File: config.mk
export PLATFORM = sky130hd
export DESIGN_NAME = stack_calculator_unit
export DESIGN_NICKNAME = d
export VERILOG_FILES = /design/src/rtl/core/scu_pkg.sv /design/src/rtl/core/scu_ram.sv /design/src/rtl/core/scu_alu.sv /design/src/rtl/core/stack_calculator_unit.sv
export SDC_FILE = /design/constraint.sdc
export NUM_CORES = 1
export LEC_CHECK = 0
export BUFFER_PORTS_ARGS = -buffer_cell sky130_fd_sc_hd__buf_4
export CAP_MARGIN = 40
export CORE_UTILIZATION = 59
export CTS_BUF_LIST = sky130_fd_sc_hd__clkbuf_8
export DETAILED_ROUTE_END_ITERATION = 8
export GPL_TIMING_DRIVEN = 0
export MAX_ROUTING_LAYER = met4
export PLACE_DENSITY = 0.79
export SYNTH_ARGS = -nofsm -noshare
export SYNTH_HDL_FRONTEND = slang
export SYNTH_SLANG_ARGS = --single-unit
export TNS_END_PERCENT = 1
File: constraint.sdc
create_clock -name clock -period 5.5 [get_ports clock]
set_input_delay 0.825 -clock clock [delete_from_list [all_inputs] [get_ports clock]]
set_output_delay 0.825 -clock clock [all_outputs]
set_load 0.01 [all_outputs]
File: src/rtl/core/scu_pkg.sv
// ----------------------------------------------------------------------------
// scu_pkg: shared definitions for the stack calculator unit
// Command and status codes, stream field widths, default sizes and the
// control bundle passed from the sequencer to the arithmetic unit.
// ----------------------------------------------------------------------------
package scu_pkg;

   localparam int STACK_DEPTH_DEF = 16;
   localparam int DATA_WIDTH_DEF  = 32;

   localparam int CMD_W   = 3;
   localparam int VAL_W   = 32;
   localparam int DEPTH_W = 5;
   localparam int STAT_W  = 2;

   localparam int REQ_W      = 40;
   localparam int RSP_W      = 40;
   localparam int RSP_PAD_W  = RSP_W - VAL_W - DEPTH_W - STAT_W;

   typedef enum logic [CMD_W-1:0] {
      CMD_PUSH = 3'd0,
      CMD_ADD  = 3'd1,
      CMD_SUB  = 3'd2,
      CMD_MUL  = 3'd3,
      CMD_DIV  = 3'd4,
      CMD_CMP  = 3'd5
   } cmd_type;

   typedef enum logic [STAT_W-1:0] {
      STAT_OK       = 2'd0,
      STAT_UNDER    = 2'd1,
      STAT_OVER     = 2'd2,
      STAT_DIV_ZERO = 2'd3
   } stat_type;

   typedef struct packed {
      logic    start;
      cmd_type op;
   } alu_ctrl_type;

endpackage

File: src/rtl/core/scu_ram.sv
// ----------------------------------------------------------------------------
// scu_ram: generic single-port-write, single-port-read RAM
// One write and one registered read per cycle.
// ----------------------------------------------------------------------------
module scu_ram #(
   parameter int WIDTH = scu_pkg::DATA_WIDTH_DEF,
   parameter int DEPTH = scu_pkg::STACK_DEPTH_DEF
) (
   input  logic                     clock,
   input  logic                     wr_en,
   input  logic [$clog2(DEPTH)-1:0] wr_addr,
   input  logic [WIDTH-1:0]         wr_data,
   input  logic [$clog2(DEPTH)-1:0] rd_addr,
   output logic [WIDTH-1:0]         rd_data
);

   logic [WIDTH-1:0] mem_ff [DEPTH];
   logic [WIDTH-1:0] rd_data_ff;

   always_ff @(posedge clock) begin
      if (wr_en) begin
         mem_ff[wr_addr] <= wr_data;
      end
      rd_data_ff <= mem_ff[rd_addr];
   end

   assign rd_data = rd_data_ff;

endmodule

File: src/rtl/core/scu_alu.sv
// ----------------------------------------------------------------------------
// scu_alu: iterative arithmetic unit
// One shared adder serves add, subtract and compare in one pass, shift-add
// multiply and restoring signed divide one bit per cycle.
// ----------------------------------------------------------------------------
module scu_alu #(
   parameter int DATA_WIDTH = scu_pkg::DATA_WIDTH_DEF
) (
   input  logic                  clock,
   input  logic                  reset,
   input  scu_pkg::alu_ctrl_type ctrl,
   input  logic [DATA_WIDTH-1:0] opa,
   input  logic [DATA_WIDTH-1:0] opb,
   output logic                  done,
   output logic [DATA_WIDTH-1:0] result
);

   localparam int STEP_W = $clog2(DATA_WIDTH);
   localparam logic [STEP_W-1:0] LAST_STEP = STEP_W'(DATA_WIDTH - 1);

   typedef enum logic [2:0] {
      A_IDLE,
      A_ONE,
      A_MUL,
      A_ABSA,
      A_ABSB,
      A_DIV,
      A_FIX
   } alu_state_type;

   alu_state_type         state_ff;
   scu_pkg::cmd_type      op_ff;
   logic [DATA_WIDTH-1:0] opa_ff;
   logic [DATA_WIDTH-1:0] opb_ff;
   logic [DATA_WIDTH-1:0] acc_ff;
   logic [STEP_W-1:0]     step_ff;
   logic                  neg_ff;
   logic [DATA_WIDTH-1:0] res_ff;
   logic                  done_ff;

   logic [DATA_WIDTH:0]   add_x;
   logic [DATA_WIDTH:0]   add_y;
   logic                  add_c;
   logic [DATA_WIDTH:0]   sum;
   logic [DATA_WIDTH-1:0] cmp_res;
   logic                  qbit;

   always_comb begin
      add_x = '0;
      add_y = '0;
      add_c = 1'b0;
      case (state_ff)
         A_ONE: begin
            add_x = {opa_ff[DATA_WIDTH-1], opa_ff};
            if (op_ff == scu_pkg::CMD_ADD) begin
               add_y = {opb_ff[DATA_WIDTH-1], opb_ff};
            end else begin
               add_y = ~{opb_ff[DATA_WIDTH-1], opb_ff};
               add_c = 1'b1;
            end
         end
         A_MUL: begin
            add_x = {1'b0, acc_ff};
            add_y = opb_ff[0] ? {1'b0, opa_ff} : '0;
         end
         A_ABSA: begin
            add_y = ~{opa_ff[DATA_WIDTH-1], opa_ff};
            add_c = 1'b1;
         end
         A_ABSB: begin
            add_y = ~{opb_ff[DATA_WIDTH-1], opb_ff};
            add_c = 1'b1;
         end
         A_DIV: begin
            add_x = {acc_ff, opa_ff[DATA_WIDTH-1]};
            add_y = ~{1'b0, opb_ff};
            add_c = 1'b1;
         end
         A_FIX: begin
            add_y = ~{1'b0, opa_ff};
            add_c = 1'b1;
         end
         default: begin
            add_x = '0;
         end
      endcase
   end

   assign sum  = add_x + add_y + {{DATA_WIDTH{1'b0}}, add_c};
   assign qbit = ~sum[DATA_WIDTH];

   always_comb begin
      if (sum == '0) begin
         cmp_res = '0;
      end else if (sum[DATA_WIDTH]) begin
         cmp_res = {{(DATA_WIDTH-1){1'b0}}, 1'b1};
      end else begin
         cmp_res = '1;
      end
   end

   always_ff @(posedge clock) begin
      if (reset) begin
         state_ff <= A_IDLE;
         done_ff  <= 1'b0;
      end else begin
         done_ff <= 1'b0;
         case (state_ff)
            A_IDLE: begin
               if (ctrl.start) begin
                  op_ff   <= ctrl.op;
                  opa_ff  <= opa;
                  opb_ff  <= opb;
                  acc_ff  <= '0;
                  step_ff <= '0;
                  neg_ff  <= opa[DATA_WIDTH-1] ^ opb[DATA_WIDTH-1];
                  case (ctrl.op)
                     scu_pkg::CMD_ADD, scu_pkg::CMD_SUB, scu_pkg::CMD_CMP: begin
                        state_ff <= A_ONE;
                     end
                     scu_pkg::CMD_MUL: begin
                        state_ff <= A_MUL;
                     end
                     scu_pkg::CMD_DIV: begin
                        state_ff <= A_ABSA;
                     end
                     default: begin
                        res_ff  <= '0;
                        done_ff <= 1'b1;
                     end
                  endcase
               end
            end
            A_ONE: begin
               res_ff   <= (op_ff == scu_pkg::CMD_CMP) ? cmp_res : sum[DATA_WIDTH-1:0];
               done_ff  <= 1'b1;
               state_ff <= A_IDLE;
            end
            A_MUL: begin
               acc_ff  <= sum[DATA_WIDTH-1:0];
               opa_ff  <= {opa_ff[DATA_WIDTH-2:0], 1'b0};
               opb_ff  <= {1'b0, opb_ff[DATA_WIDTH-1:1]};
               step_ff <= step_ff + 1'b1;
               if (step_ff == LAST_STEP) begin
                  res_ff   <= sum[DATA_WIDTH-1:0];
                  done_ff  <= 1'b1;
                  state_ff <= A_IDLE;
               end
            end
            A_ABSA: begin
               if (opa_ff[DATA_WIDTH-1]) begin
                  opa_ff <= sum[DATA_WIDTH-1:0];
               end
               state_ff <= A_ABSB;
            end
            A_ABSB: begin
               if (opb_ff[DATA_WIDTH-1]) begin
                  opb_ff <= sum[DATA_WIDTH-1:0];
               end
               state_ff <= A_DIV;
            end
            A_DIV: begin
               // shift the next dividend bit into the remainder, keep it if the trial fits
               if (qbit) begin
                  acc_ff <= sum[DATA_WIDTH-1:0];
               end else begin
                  acc_ff <= {acc_ff[DATA_WIDTH-2:0], opa_ff[DATA_WIDTH-1]};
               end
               opa_ff  <= {opa_ff[DATA_WIDTH-2:0], qbit};
               step_ff <= step_ff + 1'b1;
               if (step_ff == LAST_STEP) begin
                  state_ff <= A_FIX;
               end
            end
            A_FIX: begin
               res_ff   <= neg_ff ? sum[DATA_WIDTH-1:0] : opa_ff;
               done_ff  <= 1'b1;
               state_ff <= A_IDLE;
            end
            default: begin
               state_ff <= A_IDLE;
            end
         endcase
      end
   end

   assign done   = done_ff;
   assign result = res_ff;

   a_start_idle : assert property (@(posedge clock) disable iff (reset)
      ctrl.start |-> state_ff == A_IDLE)
      else $error("operation started while unit busy");

   a_done_pulse : assert property (@(posedge clock) disable iff (reset)
      done_ff |=> !done_ff)
      else $error("done held for more than one cycle");

   a_rem_bound : assert property (@(posedge clock) disable iff (reset)
      state_ff == A_DIV |-> acc_ff < opb_ff)
      else $error("partial remainder not below divisor");

endmodule

File: src/rtl/core/stack_calculator_unit.sv
// ----------------------------------------------------------------------------
// stack_calculator_unit: stack-machine arithmetic unit
// Executes one push, add, subtract, multiply, divide or compare request on
// a LIFO of signed words and returns top, depth and status.
// ----------------------------------------------------------------------------
//  channel | dir | contents
//  req_    | in  | tdata[2:0] command, tdata[34:3] push_value
//  rsp_    | out | tdata[31:0] top_value, [36:32] depth, [38:37] status
//
//  Push, error and unused commands go from decode straight to the done state.
//  Add, subtract, compare take one pass of the shared adder; multiply and
//  divide run through it one bit per cycle, divide with sign fix-up steps.
//  One request is in flight at a time; req_tready is high only when idle.
//  A result waiting on rsp_tready holds the sequencer before its next result.
//  Reset clears the stack count; stack entries are not cleared.
// ----------------------------------------------------------------------------
module stack_calculator_unit #(
   parameter int STACK_DEPTH = scu_pkg::STACK_DEPTH_DEF,
   parameter int DATA_WIDTH  = scu_pkg::DATA_WIDTH_DEF
) (
   input  logic                      clock,
   input  logic                      reset,
   input  logic                      req_tvalid,
   output logic                      req_tready,
   input  logic [scu_pkg::REQ_W-1:0] req_tdata,  // command, push_value
   output logic                      rsp_tvalid,
   input  logic                      rsp_tready,
   output logic [scu_pkg::RSP_W-1:0] rsp_tdata   // top_value, depth, status
);

   localparam int CNT_W  = $clog2(STACK_DEPTH + 1);
   localparam int ADDR_W = $clog2(STACK_DEPTH);
   localparam logic [CNT_W-1:0] FULL_CNT = CNT_W'(STACK_DEPTH);
   localparam logic [CNT_W-1:0] TWO_CNT  = CNT_W'(2);
   localparam int VAL_W   = scu_pkg::VAL_W;
   localparam int CMD_W   = scu_pkg::CMD_W;
   localparam int DEPTH_W = scu_pkg::DEPTH_W;

   typedef enum logic [2:0] {
      S_IDLE,
      S_DECODE,
      S_FETCH,
      S_EXEC,
      S_DONE
   } state_type;

   state_type                    state_ff;
   scu_pkg::cmd_type             cmd_ff;
   logic [DATA_WIDTH-1:0]        pv_ff;
   logic [DATA_WIDTH-1:0]        top_ff;
   logic [CNT_W-1:0]             count_ff;
   scu_pkg::stat_type            stat_ff;
   logic                         rsp_valid_ff;
   logic [VAL_W-1:0]             rsp_top_ff;
   logic [DEPTH_W-1:0]           rsp_depth_ff;
   scu_pkg::stat_type            rsp_stat_ff;

   scu_pkg::stat_type            stat_in;
   logic                         fetch_in;
   logic [DATA_WIDTH+VAL_W-1:0]  pv_ext;
   logic [DATA_WIDTH+VAL_W-1:0]  top_ext;
   logic [CNT_W+DEPTH_W-1:0]     cnt_ext;
   logic [CNT_W-1:0]             cnt_m2;
   logic                         underflow;

   logic                         ram_wr_en;
   logic [ADDR_W-1:0]            ram_wr_addr;
   logic [DATA_WIDTH-1:0]        ram_wr_data;
   logic [DATA_WIDTH-1:0]        ram_rd_data;

   scu_pkg::alu_ctrl_type        alu_ctrl;
   logic                         alu_done;
   logic [DATA_WIDTH-1:0]        alu_res;

   assign pv_ext  = {{DATA_WIDTH{req_tdata[CMD_W+VAL_W-1]}}, req_tdata[CMD_W +: VAL_W]};
   assign top_ext = {{VAL_W{1'b0}}, top_ff};
   assign cnt_ext = {{DEPTH_W{1'b0}}, count_ff};
   assign cnt_m2  = count_ff - TWO_CNT;
   assign underflow = count_ff < TWO_CNT;

   always_comb begin
      stat_in  = scu_pkg::STAT_OK;
      fetch_in = 1'b0;
      case (cmd_ff)
         scu_pkg::CMD_PUSH: begin
            if (count_ff == FULL_CNT) begin
               stat_in = scu_pkg::STAT_OVER;
            end
         end
         scu_pkg::CMD_ADD, scu_pkg::CMD_SUB, scu_pkg::CMD_MUL, scu_pkg::CMD_CMP: begin
            if (underflow) begin
               stat_in = scu_pkg::STAT_UNDER;
            end else begin
               fetch_in = 1'b1;
            end
         end
         scu_pkg::CMD_DIV: begin
            if (underflow) begin
               stat_in = scu_pkg::STAT_UNDER;
            end else if (top_ff == '0) begin
               stat_in = scu_pkg::STAT_DIV_ZERO;
            end else begin
               fetch_in = 1'b1;
            end
         end
         default: begin
            stat_in = scu_pkg::STAT_OK;
         end
      endcase
   end

   always_comb begin
      ram_wr_en   = 1'b0;
      ram_wr_addr = cnt_m2[ADDR_W-1:0];
      ram_wr_data = alu_res;
      if (state_ff == S_DECODE && cmd_ff == scu_pkg::CMD_PUSH && count_ff != FULL_CNT) begin
         ram_wr_en   = 1'b1;
         ram_wr_addr = count_ff[ADDR_W-1:0];
         ram_wr_data = pv_ff;
      end else if (state_ff == S_EXEC && alu_done) begin
         ram_wr_en = 1'b1;
      end
   end

   scu_ram #(
      .WIDTH (DATA_WIDTH),
      .DEPTH (STACK_DEPTH)
   ) u_stack_ram (
      .clock   (clock),
      .wr_en   (ram_wr_en),
      .wr_addr (ram_wr_addr),
      .wr_data (ram_wr_data),
      .rd_addr (cnt_m2[ADDR_W-1:0]),
      .rd_data (ram_rd_data)
   );

   assign alu_ctrl.start = (state_ff == S_FETCH);
   assign alu_ctrl.op    = cmd_ff;

   scu_alu #(
      .DATA_WIDTH (DATA_WIDTH)
   ) u_alu (
      .clock  (clock),
      .reset  (reset),
      .ctrl   (alu_ctrl),
      .opa    (ram_rd_data),
      .opb    (top_ff),
      .done   (alu_done),
      .result (alu_res)
   );

   always_ff @(posedge clock) begin
      if (reset) begin
         state_ff     <= S_IDLE;
         count_ff     <= '0;
         rsp_valid_ff <= 1'b0;
      end else begin
         if (rsp_valid_ff && rsp_tready) begin
            rsp_valid_ff <= 1'b0;
         end
         case (state_ff)
            S_IDLE: begin
               if (req_tvalid) begin
                  cmd_ff   <= scu_pkg::cmd_type'(req_tdata[CMD_W-1:0]);
                  pv_ff    <= pv_ext[DATA_WIDTH-1:0];
                  state_ff <= S_DECODE;
               end
            end
            S_DECODE: begin
               stat_ff <= stat_in;
               if (cmd_ff == scu_pkg::CMD_PUSH && count_ff != FULL_CNT) begin
                  top_ff   <= pv_ff;
                  count_ff <= count_ff + 1'b1;
               end
               state_ff <= fetch_in ? S_FETCH : S_DONE;
            end
            S_FETCH: begin
               state_ff <= S_EXEC;
            end
            S_EXEC: begin
               if (alu_done) begin
                  top_ff   <= alu_res;
                  count_ff <= count_ff - 1'b1;
                  state_ff <= S_DONE;
               end
            end
            S_DONE: begin
               // hold until the output register is free
               if (!rsp_valid_ff || rsp_tready) begin
                  rsp_valid_ff <= 1'b1;
                  rsp_top_ff   <= (count_ff != '0) ? top_ext[VAL_W-1:0] : '0;
                  rsp_depth_ff <= cnt_ext[DEPTH_W-1:0];
                  rsp_stat_ff  <= stat_ff;
                  state_ff     <= S_IDLE;
               end
            end
            default: begin
               state_ff <= S_IDLE;
            end
         endcase
      end
   end

   assign req_tready = (state_ff == S_IDLE);
   assign rsp_tvalid = rsp_valid_ff;
   assign rsp_tdata  = {{scu_pkg::RSP_PAD_W{1'b0}}, rsp_stat_ff, rsp_depth_ff, rsp_top_ff};

   a_count_bound : assert property (@(posedge clock) disable iff (reset)
      count_ff <= FULL_CNT)
      else $error("stack count beyond depth");

   a_done_in_exec : assert property (@(posedge clock) disable iff (reset)
      alu_done |-> state_ff == S_EXEC)
      else $error("arithmetic result outside execute state");

   a_count_source : assert property (@(posedge clock) disable iff (reset)
      !$past(reset) && !$stable(count_ff) |->
         $past(state_ff) == S_DECODE || $past(state_ff) == S_EXEC)
      else $error("stack count changed outside decode or execute");

endmodule

======== Word level (Yosys, flattened, before mapping) ========
Memories as Yosys holds them, arrays and structs flattened. A register that Yosys moved wholly into a read port is not among the register bits.
Index checks and enable logic that the tools add are counted.
storage, ports and cells
  bits in writable memories ............... 512
  memories kept ........................... 1
  register bits after elaboration ......... 258
  word-level logic and storage cells ...... 170
  bits of input ports ..................... 44
operators by class
  multiplexer cells ....................... 63
  order comparisons ....................... 1
  add/sub/neg operators ................... 6
  equality and inequality tests ........... 31
  reductions and logical operators ........ 40
  bitwise operators ....................... 7
memory list
  memory              words  bits a word  read ports  clocked after memory_dff  wr ports  RTL line       source
  u_stack_ram.mem_ff  16     32           1           1                         1         scu_ram.sv:17  logic [WIDTH-1:0] mem_ff [DEPTH];
operators with widths
  cell                                            number
  2-to-1 mux 32 bit                               17
  case mux 32 bit (4 select lines)                2
  case mux 33 bit (6 select lines)                1
  case mux 32 bit (3 select lines)                2
  case mux 33 bit (3 select lines)                1
  inverter 32 -> 33 bit                           2
  inverter 33 bit                                 2
  case mux 32 bit (2 select lines)                1
  adder 33 x 1 -> 33 bit                          1
  adder 33 bit                                    1
  logical NOT 33 bit                              1
  2-to-1 mux 33 bit                               1
  logical NOT 32 bit                              1
  case mux 3 bit (5 select lines)                 2
  AND reduction 3 bit                             9
  == test 3 bit (second input constant)           7
  2-to-1 mux 3 bit                                7
  case mux 5 bit (2 select lines)                 2
  == test 3 x 2 -> 1 bit (second input constant)  6
  AND reduction 4 bit                             4
  2-to-1 mux 1 bit                                15
  2-to-1 mux 5 bit                                3
  == test 3 x 1 -> 1 bit (second input constant)  4
  != test 2 x 1 -> 1 bit (second input constant)  6
  30 further kinds                                50

======== Logic depth before layout (Yosys ltp) ========
  depth in word-level cells ............... 9
  gate-level depth with buffers ........... 23
  depth with buffers taken out ............ 17

======== Hierarchy ========
A second synthesis with hierarchy kept.
second synthesis, totals
  cell total of the unflattened synthesis .. 2,385
  area, all modules ....................... 36,105.9 um2
modules (own cells, without submodules)
  module                 cells an instance  instances  area each (um2)
  scu_ram                838                1          19,854.0
  scu_alu                1,215              1          10,998.0
  stack_calculator_unit  332                1          5,253.8

======== Least setup slack after synthesis ========
OpenSTA, ideal clock, no wires.
  kind .................................... reg2reg
  start point ............................. reg u_alu.state_ff[0]
  end point ............................... reg u_alu.res_ff[11] (netlist: u_alu.result[11]) (data pin)
  data required time ...................... 5,233 ps
  library setup time ...................... 267 ps
  period minus slack after synthesis ...... 5,189 ps
  path slack .............................. 311 ps
  cell stages (with the launch flop) ...... 19
  arrival ................................. 4,921 ps
  path through ............................ dfxtp_1 > clkbuf_1 > nand2b_1 > nor2_1 > clkbuf_1 > clkbuf_1 > a21oi_1 > fa_1 > fa_1 > and2b_4 > o2111a_2 > o2111a_1 > nor3_2 > xnor2_1 > a2111o_1 > or4_4 > nor4_4 > buf_6 > o21ai_1
on the way
  word-level cells in the longest chain between the ends .. 8
  elaborated cells between the ends (all ways) .. 20
  those cells by class .................... add/sub (2); eq/ne (6); mux (9); reduce/logical (3)
RTL lines
  item                                                             RTL line                       source
  from (decl)                                                      scu_alu.sv:31                  alu_state_type state_ff;
  from (signal assigned)                                           scu_alu.sv:104                 state_ff <= A_IDLE;
  from (signal assigned)                                           scu_alu.sv:119                 state_ff <= A_ONE;
  from (signal assigned)                                           scu_alu.sv:122                 state_ff <= A_MUL;
  == test 3 bit, or another cell as far along                      scu_alu.sv:52, scu_alu.sv:108
  case mux 33 bit (6 select lines), or another cell as far along   scu_alu.sv:52                  case (state_ff)
  adder 33 bit or case mux 1 bit (2 select lines) (tied branches)  scu_alu.sv:89, scu_alu.sv:52
  adder 33 x 1 -> 33 bit                                           scu_alu.sv:89                  assign sum = add_x + add_y + {{DATA_WIDTH{1'b0}}, add_c};
  logical NOT 33 bit or 2-to-1 mux 32 bit (tied branches)          scu_alu.sv:93, scu_alu.sv:95
  2-to-1 mux 32 bit                                                scu_alu.sv:93                  if (sum == '0) begin
  2-to-1 mux 32 bit                                                scu_alu.sv:135                 res_ff <= (op_ff == scu_pkg::CMD_CMP) ? cmp_res : sum[DATA_WIDTH-1:0];
  case mux 32 bit (4 select lines) *                               scu_alu.sv:108                 case (state_ff)
  to (signal assigned)                                             scu_alu.sv:135
  to (signal assigned)                                             scu_alu.sv:145                 res_ff <= sum[DATA_WIDTH-1:0];
  to (signal assigned)                                             scu_alu.sv:176                 res_ff <= neg_ff ? sum[DATA_WIDTH-1:0] : opa_ff;
  to (decl)                                                        scu_alu.sv:38                  logic [DATA_WIDTH-1:0] res_ff;
Mark *: on every way between the ends. The rest lies on a longest branch, timed or not. The select of a mux whose other input is x is not followed.
A chain may end at the register's enable or synchronous reset.

======== Worst setup path after layout ========
  start point ............................. reg u_alu.op_ff[1]
  end point ............................... reg u_alu.res_ff[10] (netlist: u_alu.result[10]) (data pin)
on the way
  word-level cells in the longest chain between the ends .. 9
  elaborated cells between the ends (all ways) .. 15
  those cells by class .................... add/sub (2); eq/ne (2); mux (10); reduce/logical (1)
RTL lines
  item                                                     RTL line                      source
  from (decl)                                              scu_alu.sv:32                 scu_pkg::cmd_type op_ff;
  from (signal assigned)                                   scu_alu.sv:111                op_ff <= ctrl.op;
  == test 3 x 1 -> 1 bit                                   scu_alu.sv:55                 if (op_ff == scu_pkg::CMD_ADD) begin
  2-to-1 mux 33 bit                                        scu_alu.sv:55
  case mux 33 bit (6 select lines)                         scu_alu.sv:52
  adder 33 bit                                             scu_alu.sv:89
  adder 33 x 1 -> 33 bit                                   scu_alu.sv:89
  logical NOT 33 bit or 2-to-1 mux 32 bit (tied branches)  scu_alu.sv:93, scu_alu.sv:95
  2-to-1 mux 32 bit                                        scu_alu.sv:93
  2-to-1 mux 32 bit                                        scu_alu.sv:135
  case mux 32 bit (4 select lines) *                       scu_alu.sv:108
Marked as above.

==> results by group <==
Yosys
  – Mapped Avg Cell Area: approximately 15 µm²
  – Yosys warns: 0
  – Post-Synthesis Cells: ~2.3k
  – EDFF count, synth: ~760
  – Sequential-to-total area share from yosys stat: around 67%
  – Mapped cell area: 0.03536 mm²
  – Top_reg_cell synth: edfxtp_1
  – Number of synthesized register bits: around 800
  – Post-Syn Nets: roughly 2.4k
  – Async SR Flop Fraction: 0%
  – Netlist cell types: 83

Worst setup path
  – Crit end category: flop
  – Worst-path fanout max: 10
  – Cells on worst reg2reg path: 18
  – Kind of critical path: reg -> reg
  – R2R Setup Slk: about 80 ps
  – FF-to-FF Start: u_alu.op_ff[1]$_DFFE_PP_
  – Required @ worst endpoint: just under 6000 ps
  – R2R Path End: u_alu.result[10]$_DFFE_PP_
  – Crit path DAT: ~6000 ps
  – Crit start category: flop

Cells and area
  – Post-Layout Cell Count: 3456
  – Most frequent cells in the layout: edfxtp_1, nand2_1, mux4_2
  – Fill cells: approximately 3.9k
  – Commonest non-fill, non-tap cell in the layout: edfxtp_1
  – Area Overhead vs Synth: 14.75%
  – Share of cells above drive strength 1: 22.42%
  – NumNets Final: roughly 2.7k
  – Fin util: between 60% and 70%

STA
  – Tmin final: about 5400 ps
  – Max frequency: between 150 and 200 MHz
  – Slew @ Worst Pin: between 1000 and 1500 ps
  – RSZ-0062 raised after global routing: no
  – Final hold violations: 0
  – Final clock skew: 32.65 ps
  – Tcrit/Tclk final: between 90 and 100%
  – Slew Limit Fails: 0
  – Slew HR: between 20 and 25%
  – Setup violators final: 0

Pwr
  – Pwr Density: approximately 290 mW/mm²
  – Peak VDD IR: 0.2925 mV
  – Leakage: between 10 and 15 nW

Clocking
  – Bufs on Longest Clock Path: 3
  – Clk_lat worst skew: 740 ps
  – Clk sinks: roughly 800
  – CTS Hold Buffers Added: 0
  – CTS H-Tree Depth: 3
  – Clock slew at reported path FFs: 60 ps
  – CTS buffer count: between 100 and 150
  – CTS tree: done
  – Clk Tree Root Cell: clkbuf_8

Detailed routing
  – 1st-pass router iterations: 8
  – DR WL met2: 50400 µm
  – Routed WL: 100800 µm
  – DRC violations left: 8
  – Post-route antenna net violation count: 0
  – Routed via count: 22.80k
  – WL per Instance: 29.18 µm
  – Met3 wire len: about 9100 µm
  – Drt via density: around 6.6
  – Wl on met1: between 30000 and 40000 µm
  – Highest routed layer: met4
  – Initial DRC count: 2716

Worst hold path
  – Hold Crit Depth: 1
  – End of the worst hold path: pv_ff[22]$_DFFE_PP_
  – Hold path start: req_tdata[25]
  – Worst hold path type: in -> reg

Place
  – Port buffer count: approximately 80
  – Dpl cells: between 3k and 4k
  – Gpl congestion: 0.9888
  – DP HPWL: 74090 µm

Floorplanning
  – Core area: 0.05913 mm²
  – Die X: around 250 µm
  – Die H: 246.8 µm
  – Ports: 86
  – Starting density of the core: between 50 and 60%
  – Die area: around 0.06 mm²
  – Row cnt: 89

Global route
  – Largest net degree at the start of global routing: 36
  – GRT overflow: 0
  – Initial antenna violation count: 4
  – Global-route wire length before repair: approximately 150000 µm
  – Vias in the first global route: 23.07k
  – All-Layer GR Usage: a little over a third

Run status
  – Status: complete, but fails checks
  – Failing checks: design-rule violations

Job
  – Maxcap violations: 0
## cells in the mapped netlist (4+ instances only)
library cell    n  area [µm²]
buf_1          20       75.07
clkbuf_1      111       416.7
nand3_1        18       90.09
nor4_1         10       62.56
or2_2           5       31.28
mux2_2         33       371.6
ha_1           37       462.9
and2_1         18       112.6
a21o_1         13       97.59
or4_1           6       45.04
dfxtp_1        45       900.9
o21ai_0       163       815.8
a211oi_1        7       52.55
o211ai_1       13       97.59
nor2_1        115       431.7
nand4_1        14       87.58
nor2b_1        40       250.2
nand2b_1       12       75.07
edfxtp_1      757       22730
a222oi_1        9       90.09
a22oi_1        88       660.6
inv_1          26       97.59
o21a_1          8       60.06
buf_6           4       45.04
o22ai_1        33       206.5
xor2_1         17       148.9
a21boi_0        6       45.04
and3_1          9       56.30
mux4_2        160        3603
a21oi_1       117       585.6
o21ai_1        28       140.1
buf_2          10       50.05
xnor2_1        22       192.7
or3_1           8       50.05
nor3_1         16       80.08
nand2_1       197       739.5
mux2i_1        61       610.6
## state kept, by name, indices dropped and copies added, names as in the netlist
register             count
cmd_ff                   3
count_ff                 5
pv_ff                   32
rsp_depth_ff             5
rsp_stat_ff              2
rsp_top_ff              32
rsp_tvalid               1
stat_ff                  2
state_ff                 3
top_ff                  32
u_alu.acc_ff            32
u_alu.done               1
u_alu.neg_ff             1
u_alu.op_ff              3
u_alu.opa_ff            32
u_alu.opb_ff            32
u_alu.result            32
u_alu.state_ff           3
u_alu.step_ff            5
u_stack_ram.mem_ff     512
u_stack_ram.rd_data     32
## routing by layer
| metal | up-vias | global-route usage [%] |
|---|---|---|
| li1 | 9755 | - |
| met1 | 11350 | 42.60 |
| met2 | 1402 | 56.92 |
| met3 | 291 | 5.155 |
| met4 | 0 | 17.61 |
| met5 | - | - |
## timing repair
item                                    in CTS  in global routing
endpoints found under the setup margin      75                 59
resized for setup                           52                 37
setup buffers                                5                  5
pin swaps                                    4                  6
## cells by family after synthesis
family / share of synthesized area, %
flops: 66.83
mux: 12.97
xor+xnor: 1.012
simple gates: 6.450
buf+inv: 1.967
other cells: 0.01060
fa+ha+maj: 1.479
compound gates: 9.284
## critical path: stages, from the launching register on
cell	delay, ps
edfxtp_1	440
nor3b_4	340
nand2b_1	150
a21o_1	210
buf_2	290
nor2b_2	240
fa_1	270
fa_2	270
and2b_4	220
o2111a_2	310
o211ai_1	370
nand2_2	160
xor2_1	210
a2111o_1	490
or4_4	530
nor4_4	140
buf_4	220
buf_6	170
o21ai_1	90
## layout make-up
type / count / area [µm²] / share of cell area, %
Clock buffer: 137 / 1886 / 4.647
Sequential cell: 802 / 23640 / 58.25
Buffer: 144 / 658.1 / 1.622
Multi-Input combinational cell: 1353 / 11370 / 28.02
Clock inverter: 88 / 489.2 / 1.206
Timing Repair Buffer: 130 / 1465 / 3.611
Inverter: 27 / 101.3 / 0.2498
Tap cell: 773 / 967.2 / 2.383
Antenna cell: 2 / 5.005 / 0.01233
## through the flow
step / setup TNS [ps] / hold WS, ps / area, µm² / total power [mW] / setup WS [ps]
CTS: -7.697 / 219.9 / 40450 / 11.68 / -7.697
global placement: -721370 / 406.0 / 36920 / 7.001 / -1465
floorplan: 0 / 400.3 / 35360 / 6.909 / 311.5
finish: 0 / 268.2 / 40580 / 11.63 / 78.36
detailed placement: -87710 / 410.9 / 37890 / 7.021 / -1501
global route: 0 / 235.7 / 40580 / 11.97 / 0.9863
## power breakdown
| part | switching [mW] | total (mW) | internal [mW] |
|---|---|---|---|
| Combinational | 0.126 | 0.229 | 0.103 |
| Sequential | 0.0272 | 6.67 | 6.64 |
| Clock | 2.34 | 4.73 | 2.39 |
## how the worst max path moves through the flow
| stage | start | to | slack (ps) | cells after the start |
|---|---|---|---|---|
| 3_3_place_gp | u_alu.state_ff[0]$_SDFFE_PP0P_ | u_alu.result[10]$_DFFE_PP_ | -1460 | 18 |
| 3_5_place_dp | u_alu.state_ff[0]$_SDFFE_PP0P_ | u_alu.result[10]$_DFFE_PP_ | -1500 | 18 |
| 2_1_floorplan | u_alu.state_ff[0]$_SDFFE_PP0P_ | u_alu.result[11]$_DFFE_PP_ | 310 | 18 |
| 5_1_grt | u_alu.op_ff[1]$_DFFE_PP_ | u_alu.result[19]$_DFFE_PP_ | 1 | 18 |
| 4_1_cts | u_alu.state_ff[0]$_SDFFE_PP0P_ | u_alu.result[10]$_DFFE_PP_ | -8 | 19 |
| 6_report | u_alu.op_ff[1]$_DFFE_PP_ | u_alu.result[10]$_DFFE_PP_ | 80 | 18 |
Power figures use the tool's default switching activity.
